$ cat config.mk
export PLATFORM = sky130hd
export DESIGN_NAME = fifo_readers_writers_lock_unit
export DESIGN_NICKNAME = d
export VERILOG_FILES = /design/src/hw/rtl/rwl_pkg.sv /design/src/hw/rtl/rwl_front.sv /design/src/hw/rtl/rwl_back.sv /design/src/hw/rtl/fifo_readers_writers_lock_unit.sv
export SDC_FILE = /design/constraint.sdc
export NUM_CORES = 1
export LEC_CHECK = 0
export ABC_CLOCK_PERIOD_IN_PS = 3400
export BUFFER_PORTS_ARGS = -buffer_cell sky130_fd_sc_hd__buf_2
export CORE_UTILIZATION = 55
export DETAILED_ROUTE_END_ITERATION = 8
export GPL_TIMING_DRIVEN = 0
export PLACE_DENSITY_LB_ADDON = 0.1
export SYNTH_ARGS = -nofsm -noshare
export SYNTH_HDL_FRONTEND = slang
export SYNTH_SLANG_ARGS = --single-unit
$ cat constraint.sdc
create_clock -name clk -period 3.4 [get_ports clk]
set_input_delay 0.51 -clock clk [delete_from_list [all_inputs] [get_ports clk]]
set_output_delay 0.51 -clock clk [all_outputs]
set_load 0.05 [all_outputs]
$ cat src/hw/rtl/rwl_pkg.sv
// Shared types, constants and helpers for the FIFO readers/writers lock unit.
package rwl_pkg;

    localparam int QUEUE_DEPTH = 16;
    localparam int ID_BITS     = 4;
    localparam int QIDX_BITS   = (QUEUE_DEPTH > 1) ? $clog2(QUEUE_DEPTH) : 1;
    localparam int QCNT_BITS   = $clog2(QUEUE_DEPTH + 1);
    localparam int READER_BITS = 5;
    localparam int READER_MAX  = (1 << READER_BITS) - 1;

    localparam int CMDQ_DEPTH     = 2;
    localparam int CMDQ_IDX_BITS  = 1;
    localparam int CMDQ_CNT_BITS  = 2;

    typedef enum logic [1:0] {
        CMD_REQ_READ  = 2'd0,
        CMD_REQ_WRITE = 2'd1,
        CMD_REL_READ  = 2'd2,
        CMD_REL_WRITE = 2'd3
    } cmd_code_t;

    typedef enum logic [2:0] {
        KIND_GRANTED   = 3'd0,
        KIND_QUEUED    = 3'd1,
        KIND_RELEASED  = 3'd2,
        KIND_FULL      = 3'd3,
        KIND_REL_ERROR = 3'd4
    } kind_t;

    // A decoded command word as it travels from the front to the back.
    typedef struct packed {
        logic               unlock;
        logic               write;
        logic [ID_BITS-1:0] id;
    } word_t;

    // One entry of the wait queue.
    typedef struct packed {
        logic               writer;
        logic [ID_BITS-1:0] id;
    } entry_t;

    function automatic logic [QIDX_BITS-1:0] next_idx(input logic [QIDX_BITS-1:0] idx);
        logic [QIDX_BITS-1:0] res;
        if (idx == QIDX_BITS'(QUEUE_DEPTH - 1))
        begin
            res = '0;
        end
        else
        begin
            res = idx + QIDX_BITS'(1);
        end
        return res;
    endfunction

endpackage

$ cat src/hw/rtl/rwl_front.sv
// Front end: accepts command words, decodes them and holds them in a short queue.
module rwl_front (
    input  logic                        clk,
    input  logic                        rst_n,
    input  logic                        in_valid,
    output logic                        in_ready,
    input  logic [1:0]                  cmd,
    input  logic [rwl_pkg::ID_BITS-1:0] requester_id,
    output logic                        cmd_valid,
    input  logic                        cmd_ready,
    output rwl_pkg::word_t              cmd_word
);

    rwl_pkg::word_t                      q_reg [rwl_pkg::CMDQ_DEPTH];
    logic [rwl_pkg::CMDQ_IDX_BITS-1:0]   wr_ptr_reg;
    logic [rwl_pkg::CMDQ_IDX_BITS-1:0]   wr_ptr_next;
    logic [rwl_pkg::CMDQ_IDX_BITS-1:0]   rd_ptr_reg;
    logic [rwl_pkg::CMDQ_IDX_BITS-1:0]   rd_ptr_next;
    logic [rwl_pkg::CMDQ_CNT_BITS-1:0]   cnt_reg;
    logic [rwl_pkg::CMDQ_CNT_BITS-1:0]   cnt_next;
    logic                                push;
    logic                                pop;
    rwl_pkg::word_t                      decoded;

    always_comb
    begin
        decoded.id = requester_id;
        case (rwl_pkg::cmd_code_t'(cmd))
            rwl_pkg::CMD_REQ_READ:
            begin
                decoded.unlock = 1'b0;
                decoded.write  = 1'b0;
            end
            rwl_pkg::CMD_REQ_WRITE:
            begin
                decoded.unlock = 1'b0;
                decoded.write  = 1'b1;
            end
            rwl_pkg::CMD_REL_READ:
            begin
                decoded.unlock = 1'b1;
                decoded.write  = 1'b0;
            end
            default:
            begin
                decoded.unlock = 1'b1;
                decoded.write  = 1'b1;
            end
        endcase
    end

    assign in_ready  = (cnt_reg != rwl_pkg::CMDQ_CNT_BITS'(rwl_pkg::CMDQ_DEPTH));
    assign cmd_valid = (cnt_reg != '0);
    assign cmd_word  = q_reg[rd_ptr_reg];
    assign push      = in_valid && in_ready;
    assign pop       = cmd_valid && cmd_ready;

    always_comb
    begin
        wr_ptr_next = push ? wr_ptr_reg + rwl_pkg::CMDQ_IDX_BITS'(1) : wr_ptr_reg;
        rd_ptr_next = pop ? rd_ptr_reg + rwl_pkg::CMDQ_IDX_BITS'(1) : rd_ptr_reg;
        cnt_next    = cnt_reg;
        if (push && !pop)
        begin
            cnt_next = cnt_reg + rwl_pkg::CMDQ_CNT_BITS'(1);
        end
        else if (pop && !push)
        begin
            cnt_next = cnt_reg - rwl_pkg::CMDQ_CNT_BITS'(1);
        end
    end

    always_ff @(posedge clk or negedge rst_n)
    begin
        if (!rst_n)
        begin
            wr_ptr_reg <= '0;
            rd_ptr_reg <= '0;
            cnt_reg    <= '0;
        end
        else
        begin
            wr_ptr_reg <= wr_ptr_next;
            rd_ptr_reg <= rd_ptr_next;
            cnt_reg    <= cnt_next;
        end
    end

    always_ff @(posedge clk)
    begin
        if (push)
        begin
            q_reg[wr_ptr_reg] <= decoded;
        end
    end

endmodule

$ cat src/hw/rtl/rwl_back.sv
// Back end: lock state, wait queue memory, hand-off sequencer and output register.
module rwl_back (
    input  logic                        clk,
    input  logic                        rst_n,
    input  logic                        cmd_valid,
    output logic                        cmd_ready,
    input  rwl_pkg::word_t              cmd_word,
    output logic                        out_valid,
    input  logic                        out_ready,
    output logic [2:0]                  kind,
    output logic [rwl_pkg::ID_BITS-1:0] target_id,
    output logic                        as_writer,
    output logic                        last
);

    typedef enum logic [1:0] {
        S_IDLE,
        S_FETCH,
        S_GRANT
    } state_t;

    state_t                              state_reg, state_next;
    logic [rwl_pkg::READER_BITS-1:0]     rc_reg, rc_next;
    logic                                writer_reg, writer_next;
    logic [rwl_pkg::QIDX_BITS-1:0]       head_reg, head_next;
    logic [rwl_pkg::QIDX_BITS-1:0]       tail_reg, tail_next;
    logic [rwl_pkg::QCNT_BITS-1:0]       qcnt_reg, qcnt_next;
    logic                                out_valid_reg, out_valid_next;
    rwl_pkg::kind_t                      kind_reg, kind_next;
    logic [rwl_pkg::ID_BITS-1:0]         id_reg, id_next;
    logic                                wr_reg, wr_next;
    logic                                last_reg, last_next;

    rwl_pkg::entry_t                     mem [rwl_pkg::QUEUE_DEPTH];
    rwl_pkg::entry_t                     rd0_reg;
    rwl_pkg::entry_t                     rd1_reg;
    logic                                mem_we;
    rwl_pkg::entry_t                     mem_wdata;
    logic [rwl_pkg::QIDX_BITS-1:0]       rd_addr1;

    logic                                out_free;
    logic                                must_wait;
    logic                                hand_off;
    logic                                more;

    assign out_free  = !out_valid_reg || out_ready;
    assign rd_addr1  = rwl_pkg::next_idx(head_next);

    assign out_valid = out_valid_reg;
    assign kind      = kind_reg;
    assign target_id = id_reg;
    assign as_writer = wr_reg;
    assign last      = last_reg;

    always_comb
    begin
        state_next     = state_reg;
        rc_next        = rc_reg;
        writer_next    = writer_reg;
        head_next      = head_reg;
        tail_next      = tail_reg;
        qcnt_next      = qcnt_reg;
        out_valid_next = out_valid_reg && !out_ready;
        kind_next      = kind_reg;
        id_next        = id_reg;
        wr_next        = wr_reg;
        last_next      = last_reg;
        cmd_ready      = 1'b0;
        mem_we         = 1'b0;
        mem_wdata      = '{writer: cmd_word.write, id: cmd_word.id};
        must_wait      = 1'b0;
        hand_off       = 1'b0;
        more           = 1'b0;

        case (state_reg)
            S_IDLE:
            begin
                if (cmd_valid && out_free)
                begin
                    cmd_ready      = 1'b1;
                    out_valid_next = 1'b1;
                    id_next        = cmd_word.id;
                    wr_next        = cmd_word.write;
                    if (!cmd_word.unlock)
                    begin
                        if (!cmd_word.write)
                        begin
                            if (!writer_reg && qcnt_reg == '0 &&
                                rc_reg != rwl_pkg::READER_BITS'(rwl_pkg::READER_MAX))
                            begin
                                rc_next   = rc_reg + rwl_pkg::READER_BITS'(1);
                                kind_next = rwl_pkg::KIND_GRANTED;
                            end
                            else
                            begin
                                must_wait = 1'b1;
                            end
                        end
                        else
                        begin
                            if (!writer_reg && rc_reg == '0)
                            begin
                                writer_next = 1'b1;
                                kind_next   = rwl_pkg::KIND_GRANTED;
                            end
                            else
                            begin
                                must_wait = 1'b1;
                            end
                        end
                        if (must_wait)
                        begin
                            if (qcnt_reg == rwl_pkg::QCNT_BITS'(rwl_pkg::QUEUE_DEPTH))
                            begin
                                kind_next = rwl_pkg::KIND_FULL;
                            end
                            else
                            begin
                                mem_we    = 1'b1;
                                tail_next = rwl_pkg::next_idx(tail_reg);
                                qcnt_next = qcnt_reg + rwl_pkg::QCNT_BITS'(1);
                                kind_next = rwl_pkg::KIND_QUEUED;
                            end
                        end
                    end
                    else if (!cmd_word.write)
                    begin
                        if (rc_reg == '0)
                        begin
                            kind_next = rwl_pkg::KIND_REL_ERROR;
                        end
                        else
                        begin
                            rc_next   = rc_reg - rwl_pkg::READER_BITS'(1);
                            kind_next = rwl_pkg::KIND_RELEASED;
                            hand_off  = (rc_reg == rwl_pkg::READER_BITS'(1));
                        end
                    end
                    else
                    begin
                        if (!writer_reg)
                        begin
                            kind_next = rwl_pkg::KIND_REL_ERROR;
                        end
                        else
                        begin
                            writer_next = 1'b0;
                            kind_next   = rwl_pkg::KIND_RELEASED;
                            hand_off    = 1'b1;
                        end
                    end
                    if (hand_off && qcnt_reg != '0)
                    begin
                        last_next  = 1'b0;
                        state_next = S_FETCH;
                    end
                    else
                    begin
                        last_next = 1'b1;
                    end
                end
            end
            S_FETCH:
            begin
                state_next = S_GRANT;
            end
            S_GRANT:
            begin
                if (out_free)
                begin
                    out_valid_next = 1'b1;
                    kind_next      = rwl_pkg::KIND_GRANTED;
                    id_next        = rd0_reg.id;
                    wr_next        = rd0_reg.writer;
                    head_next      = rwl_pkg::next_idx(head_reg);
                    qcnt_next      = qcnt_reg - rwl_pkg::QCNT_BITS'(1);
                    if (rd0_reg.writer)
                    begin
                        writer_next = 1'b1;
                        last_next   = 1'b1;
                        state_next  = S_IDLE;
                    end
                    else
                    begin
                        rc_next   = rc_reg + rwl_pkg::READER_BITS'(1);
                        more      = (qcnt_reg > rwl_pkg::QCNT_BITS'(1)) && !rd1_reg.writer &&
                                    (rc_reg < rwl_pkg::READER_BITS'(rwl_pkg::READER_MAX - 1));
                        last_next = !more;
                        state_next = more ? S_GRANT : S_IDLE;
                    end
                end
            end
            default:
            begin
                state_next = S_IDLE;
            end
        endcase
    end

    always_ff @(posedge clk or negedge rst_n)
    begin
        if (!rst_n)
        begin
            state_reg     <= S_IDLE;
            rc_reg        <= '0;
            writer_reg    <= 1'b0;
            head_reg      <= '0;
            tail_reg      <= '0;
            qcnt_reg      <= '0;
            out_valid_reg <= 1'b0;
            kind_reg      <= rwl_pkg::KIND_GRANTED;
            id_reg        <= '0;
            wr_reg        <= 1'b0;
            last_reg      <= 1'b0;
        end
        else
        begin
            state_reg     <= state_next;
            rc_reg        <= rc_next;
            writer_reg    <= writer_next;
            head_reg      <= head_next;
            tail_reg      <= tail_next;
            qcnt_reg      <= qcnt_next;
            out_valid_reg <= out_valid_next;
            kind_reg      <= kind_next;
            id_reg        <= id_next;
            wr_reg        <= wr_next;
            last_reg      <= last_next;
        end
    end

    // The head and the entry behind it are read every cycle at the next head.
    always_ff @(posedge clk)
    begin
        if (mem_we)
        begin
            mem[tail_reg] <= mem_wdata;
        end
        rd0_reg <= mem[head_next];
        rd1_reg <= mem[rd_addr1];
    end

endmodule

$ cat src/hw/rtl/fifo_readers_writers_lock_unit.sv
// Top level of the FIFO readers/writers lock unit: front decoder queue and back executor.
// A new word is held in the front queue, then in the back output register. Throughput:
// one command per cycle while the output is free; a hand-off reads the wait queue in a
// fetch state, then gives one grant per cycle while the output is free, taking no command.
// Reset: rst_n clears the lock state, queue pointers and valid flags; the wait queue
// memory is not cleared, as only written entries are ever read.
module fifo_readers_writers_lock_unit (
    input  logic                        clk,
    input  logic                        rst_n,
    input  logic                        in_valid,
    output logic                        in_ready,
    input  logic [1:0]                  cmd,
    input  logic [rwl_pkg::ID_BITS-1:0] requester_id,
    output logic                        out_valid,
    input  logic                        out_ready,
    output logic [2:0]                  kind,
    output logic [rwl_pkg::ID_BITS-1:0] target_id,
    output logic                        as_writer,
    output logic                        last
);

    logic           cmd_valid;
    logic           cmd_ready;
    rwl_pkg::word_t cmd_word;

    rwl_front u_front (
        .clk          (clk),
        .rst_n        (rst_n),
        .in_valid     (in_valid),
        .in_ready     (in_ready),
        .cmd          (cmd),
        .requester_id (requester_id),
        .cmd_valid    (cmd_valid),
        .cmd_ready    (cmd_ready),
        .cmd_word     (cmd_word)
    );

    rwl_back u_back (
        .clk       (clk),
        .rst_n     (rst_n),
        .cmd_valid (cmd_valid),
        .cmd_ready (cmd_ready),
        .cmd_word  (cmd_word),
        .out_valid (out_valid),
        .out_ready (out_ready),
        .kind      (kind),
        .target_id (target_id),
        .as_writer (as_writer),
        .last      (last)
    );

endmodule

# Word level (Yosys, flattened, before mapping)
# Memories as Yosys holds them, arrays and structs flattened. A register that Yosys moved wholly into a read port is not among the register bits.
# Cells that the tools add are included.
dict set report word_totals {
  regBits 35
  mem_bits_rw 92
  input_bits 10
  output_inout_bits 11
  wordCells 178
  n_memories 2
}
dict set report op_classes {
  add_sub_neg 11
  order_cmp 2
  n_eq_ne 26
  mux 86
  bitwise_logic 2
  reduce_logical 35
}
# name depth width rd rd_clocked_by_memory_dff wr line
set mem_list {}
lappend mem_list {u_back.mem 16 5 2 2 1 rwl_back.sv:34} ;# rwl_pkg::entry_t mem [rwl_pkg::QUEUE_DEPTH];
lappend mem_list {u_front.q_reg 2 6 1 0 1 rwl_front.sv:14} ;# rwl_pkg::word_t q_reg [rwl_pkg::CMDQ_DEPTH];
# cell n
set op_table {}
lappend op_table {{$mux W5} 13}
lappend op_table {{$mux W1} 38}
lappend op_table {{$mux W3} 10}
lappend op_table {{$mux W4} 7}
lappend op_table {{$pmux W5 S2} 2}
lappend op_table {{$mux W2} 8}
lappend op_table {{$add A4 B1 Y4 const B} 3}
lappend op_table {{$eq A4 B4 Y1 const B} 3}
lappend op_table {{$logic_and A1 B1 Y1} 12}
lappend op_table {{$ne A2 B1 Y1 const B} 6}
lappend op_table {{$pmux W2 S3} 2}
lappend op_table {{$reduce_and A6 Y1} 2}
lappend op_table {{$add A5 B1 Y5 const B} 2}
lappend op_table {{$logic_not A5 Y1} 2}
lappend op_table {{$ne A2 B2 Y1 const B} 5}
lappend op_table {{$reduce_and A5 Y1} 2}
lappend op_table {{$sub A5 B1 Y5 const B} 2}
lappend op_table {{$pmux W1 S2} 4}
lappend op_table {{$pmux W4 S2} 1}
lappend op_table {{$logic_not A1 Y1} 7}
lappend op_table {{$reduce_and A7 Y1} 1}
lappend op_table {{$ne A3 B1 Y1 const B} 2}
lappend op_table {{$pmux W3 S2} 1}
lappend op_table {{$reduce_and A3 Y1} 2}
lappend op_table {{18 further kinds} 25}

# Logic depth before layout (Yosys ltp)
dict set report depth {
  depth_word 14
  depth_mapped 12
  mapped_depth_nobuf 11
}

# Modules after synthesis
# A second synthesis with hierarchy kept.
dict set report unflattened {
  hier_cells 544
  hier_area_um2 6369.9
}
# module instances cells_each area_per_inst_um2 seq_area_each_um2
set by_module_without_submodules {}
lappend by_module_without_submodules {rwl_back 1 505 5718.0 3298.2}
lappend by_module_without_submodules {rwl_front 1 39 651.9 460.4}

# Worst setup path before layout
# No wires, ideal clock.
dict set report synth_timing {
  kind {register to register}
  from {reg u_back.out_valid_reg (netlist: u_back.out_valid)}
  to {mem u_back.mem[3][0] (netlist name) (enable)}
  setup_ps 374
  t_arrival_ps 2396
  t_required_ps 3026
  setup_slack_ps 631
  stages_incl_launch_ff 8
  path_buffers 2
  synth_period_minus_slack_ps 2769
  path_cell_list {dfrtp_1 -> nor2b_1 -> buf_2 -> nor4_1 -> and3_1 -> buf_2 -> nand2_1 -> nor3_1}
}
dict set report synth_between {
  elab_chain_cells 7
}
# element line
set synth_rtl {}
lappend synth_rtl {{start, declared} rwl_back.sv:28} ;# logic out_valid_reg, out_valid_next;
lappend synth_rtl {{start signal, assigned} rwl_back.sv:224} ;# out_valid_reg <= out_valid_next;
lappend synth_rtl {{$logic_not A1 Y1} rwl_back.sv:46} ;# assign out_free = !out_valid_reg || out_ready;
lappend synth_rtl {{$logic_or A1 B1 Y1} rwl_back.sv:46}
lappend synth_rtl {{$logic_and A1 B1 Y1} rwl_back.sv:78} ;# if (cmd_valid && out_free)
lappend synth_rtl {{$mux W1} rwl_back.sv:78}
lappend synth_rtl {{$mux W1} rwl_back.sv:75} ;# case (state_reg)
lappend synth_rtl {{$mux W1} rwl_back.sv:235} ;# if (mem_we)
lappend synth_rtl {{$mux W1 (not written as such)} rwl_back.sv:237} ;# mem[tail_reg] <= mem_wdata;
lappend synth_rtl {{end, declared} rwl_back.sv:34}
# No other way between the ends.

==> impl_metrics.yaml <==
power:
  fin_total_pwr_uw: 7220
  leakagePower_uw: 0.00277
  peakVddDrop_mv: 0.622
  power_density_mw_per_mm2: 991
clocking:
  postCtsSetupRepairBufs: 0
  cts_tree: "yes"
  clkTransAtPathRegs_ns: 0.06
  cts_inserted_buffers: 17
  cts_resized: 0
  htreeDepth: 4
  cts_hold_buffers: 0
  cts.sinks: 133
  ctsLongestPathBuffers: 2
  root_buffer: "clkbuf_16"
  clock_latency_ns: 0.42
worst_setup_path:
  critPathTopFamily: "simple AND/OR/NAND/NOR gates"
  r2r_start: "u_front.rd_ptr_reg"
  r2r_setup_slack_ns: 0.22
  worstPathCellList: "buf_2 -> mux2i_2 -> inv_2 -> nor4_1 -> nor3_1 -> and3_1 -> buf_2 -> nand2_1 -> nor3_1"
  cpPeakStageDelay_ns: 0.61
  critPathRequiredTime_ns: 3.45
  r2r-end: "u_back.mem[3][2]"
  critPathBufInv: 3
  crit_path_end_kind: "flop"
  start_kind: "flop"
  slowest_stage: "nor3_1"
  path_max_fanout: 19
  crit_arrival_ns: 3.23
  crit_type: "reg -> reg"
  worst-r2r-cell-count: 9
  cp-startpoint: "u_front.rd_ptr_reg"
finish:
  diodes: 0
  syn_to_final_growth_pct: 13.3
  largest_register_ffs: 80
  nFillCells: 877
  seq_area_mm2: 0.00376
  multi_input_area_mm2: 0.00248
  nNetsFinal: 600
  layout-drive-gt1-share_pct: 15.8
  fin_util_pct: 63.8
synthesis:
  synth_area_leaders: "edfxtp_1, dfrtp_1, nand3_1, ha_1, mux2i_1"
  syn_inst: 537
  seq_area_frac_synth_pct: 58.5
  synth_fa_ha_area_share_pct: 3.11
  yosysUniqueCellTypes: 63
  ys_async_sr_fraction_pct: 26.3
  ys_top_cells_by_count: "edfxtp_1, nand3_1, dfrtp_1"
  synth-edff-count: 92
  synth.ff_latch_count: 133
  synth.most_common_cell: "edfxtp_1"
  synthMuxAreaShare_pct: 6.21
  synth_nets: 563
  synth_top_area_share_pct: 43.0
  synth_top_family_by_area: "simple AND/OR/NAND/NOR gates"
  synth_ff_type: "edfxtp_1"
  synth_xor_area_share_pct: 2.32
  synth-simple-area-share_pct: 14.2
  synth_compound_area_share_pct: 12.4
  yosysWarnings: 0
  syn_area_mm2: 0.00643
  avgSynthCellArea_um2: 12.0
  yosys.area.top_type: "edfxtp_1"
timing:
  rsz0062_at_grt: "false"
  period_minus_slack_ns: 3.18
  post-route-period-util_pct: 93.6
  tightest_slew_ns: 1.12
  clock-skew-final_ns: 0.00887
  slew_viol_final: 0
  setup_viol: 0
  finalHoldViolCount: 0
  fmax_mhz: 314
  slew_headroom_pct: 24.9
min_path:
  hold_class: "in -> async"
floorplan:
  start_util_pct: 56.3
  die_w_um: 110
  core_area_mm2: 0.0114
  io_pins: 21
  die_area_mm2: 0.0121
  std_cell_rows: 39
  die_y_um: 110
run:
  maxCapViolations: 0
routing:
  totalWireLength_um: 15300
  drtIter0Drc: 533
  via_per_inst: 6.29
  post_drt_wl_per_cell_um: 21.0
  vias: 4593
  first_pass_iters: 5
  drcViolationCount: 0
  drt.antenna.violating_nets: 0
global_routing:
  grtUsageTotal_pct: 27.6
  grt_pass1_wl_um: 23900
  first_global_vias: 4492
  antenna_found_initial: 0
  grt_max_degree: 36
  grt_overflow: 0
placed_design:
  port_buffers: 18
  gp_congestion: 0.919
  hpwl_um: 10600
run_status:
  outcome: "finished clean"
## layout make-up
cell class / count / area share (%)
multi-input combinational: 355 / 34.0
timing repair buffer: 18 / 1.24
buffer: 32 / 1.96
clock inverter: 10 / 1.01
clock buffer: 22 / 6.82
sequential: 133 / 51.6
inverter: 17 / 0.893
tap: 143 / 2.46
## cells by family (layout without fill, tap and decap cells)
| logic type | after synthesis | after routing |
|---|---|---|
| and+or+nand+nor | 176 | 176 |
| DFF | 133 | 133 |
| AOI/OAI and AO/OA | 113 | 113 |
| buffers and inverters | 49 | 99 |
| muxes | 33 | 33 |
| xor gates and xnor gates | 17 | 17 |
| adders and majority gates | 16 | 16 |
## layer usage
layer / GRT usage (%) / vias to the layer above / share of wire, %
li1: - / 2127 / -
met1: 37.7 / 2245 / 44
met2: 43.1 / 194 / 47
met3: 5.88 / 27 / 6.7
met4: 11.6 / 0 / 2.3
met5: 0 / - / 0
## report_power, final
part / total (uW) / switching, uW / leakage (uW) / internal, uW
Combinational: 3070 / 2010 / 0.00119 / 1060
Clock: 1710 / 673 / 0.000276 / 1040
Sequential: 2440 / 228 / 0.00130 / 2210
Total: 7220 / 2910 / 0.00277 / 4310
## layout by cell type (no fill, tap or decap), types with 12 or more instances in the layout
cell,n
a211o_1,12
a21o_1,12
and3_1,16
buf_2,30
clkbuf_1,17
clkbuf_16,19
dfrtp_1,35
edfxtp_1,92
ha_1,16
inv_1,13
mux2i_1,16
nand2_1,28
nand3_1,59
nor2_1,22
nor3_1,14
o21ai_0,29
## worst max path at each step
stage / slack [ns] / cells past startpoint / to
after detailed placement: -0.10 / 8 / u_back.mem[2][1]
after global placement: 0.06 / 8 / u_back.mem[0][2]
after global routing: 0.03 / 9 / u_back.mem[3][2]
after CTS: 0.01 / 7 / u_back.mem[1][1]
final: 0.22 / 9 / u_back.mem[3][2]
after floorplan: 0.63 / 7 / u_back.mem[3][0]
## metrics by stage
stage / hold slack (ns) / instance area [um2] / setup WS (ns) / setup TNS (ns) / std cells
2_1_floorplan: 0.214 / 6430 / 0.631 / 0 / 537
3_3_place_gp: 0.465 / 6700 / 0.0591 / 0 / 698
3_5_place_dp: 0.471 / 6700 / -0.103 / -1.85 / 698
4_1_cts: 0.223 / 7270 / 0.0112 / 0 / 730
5_1_grt: 0.264 / 7280 / 0.0266 / 0 / 730
6_report: 0.214 / 7280 / 0.219 / 0 / 730
Power figures use the tool's default switching activity.
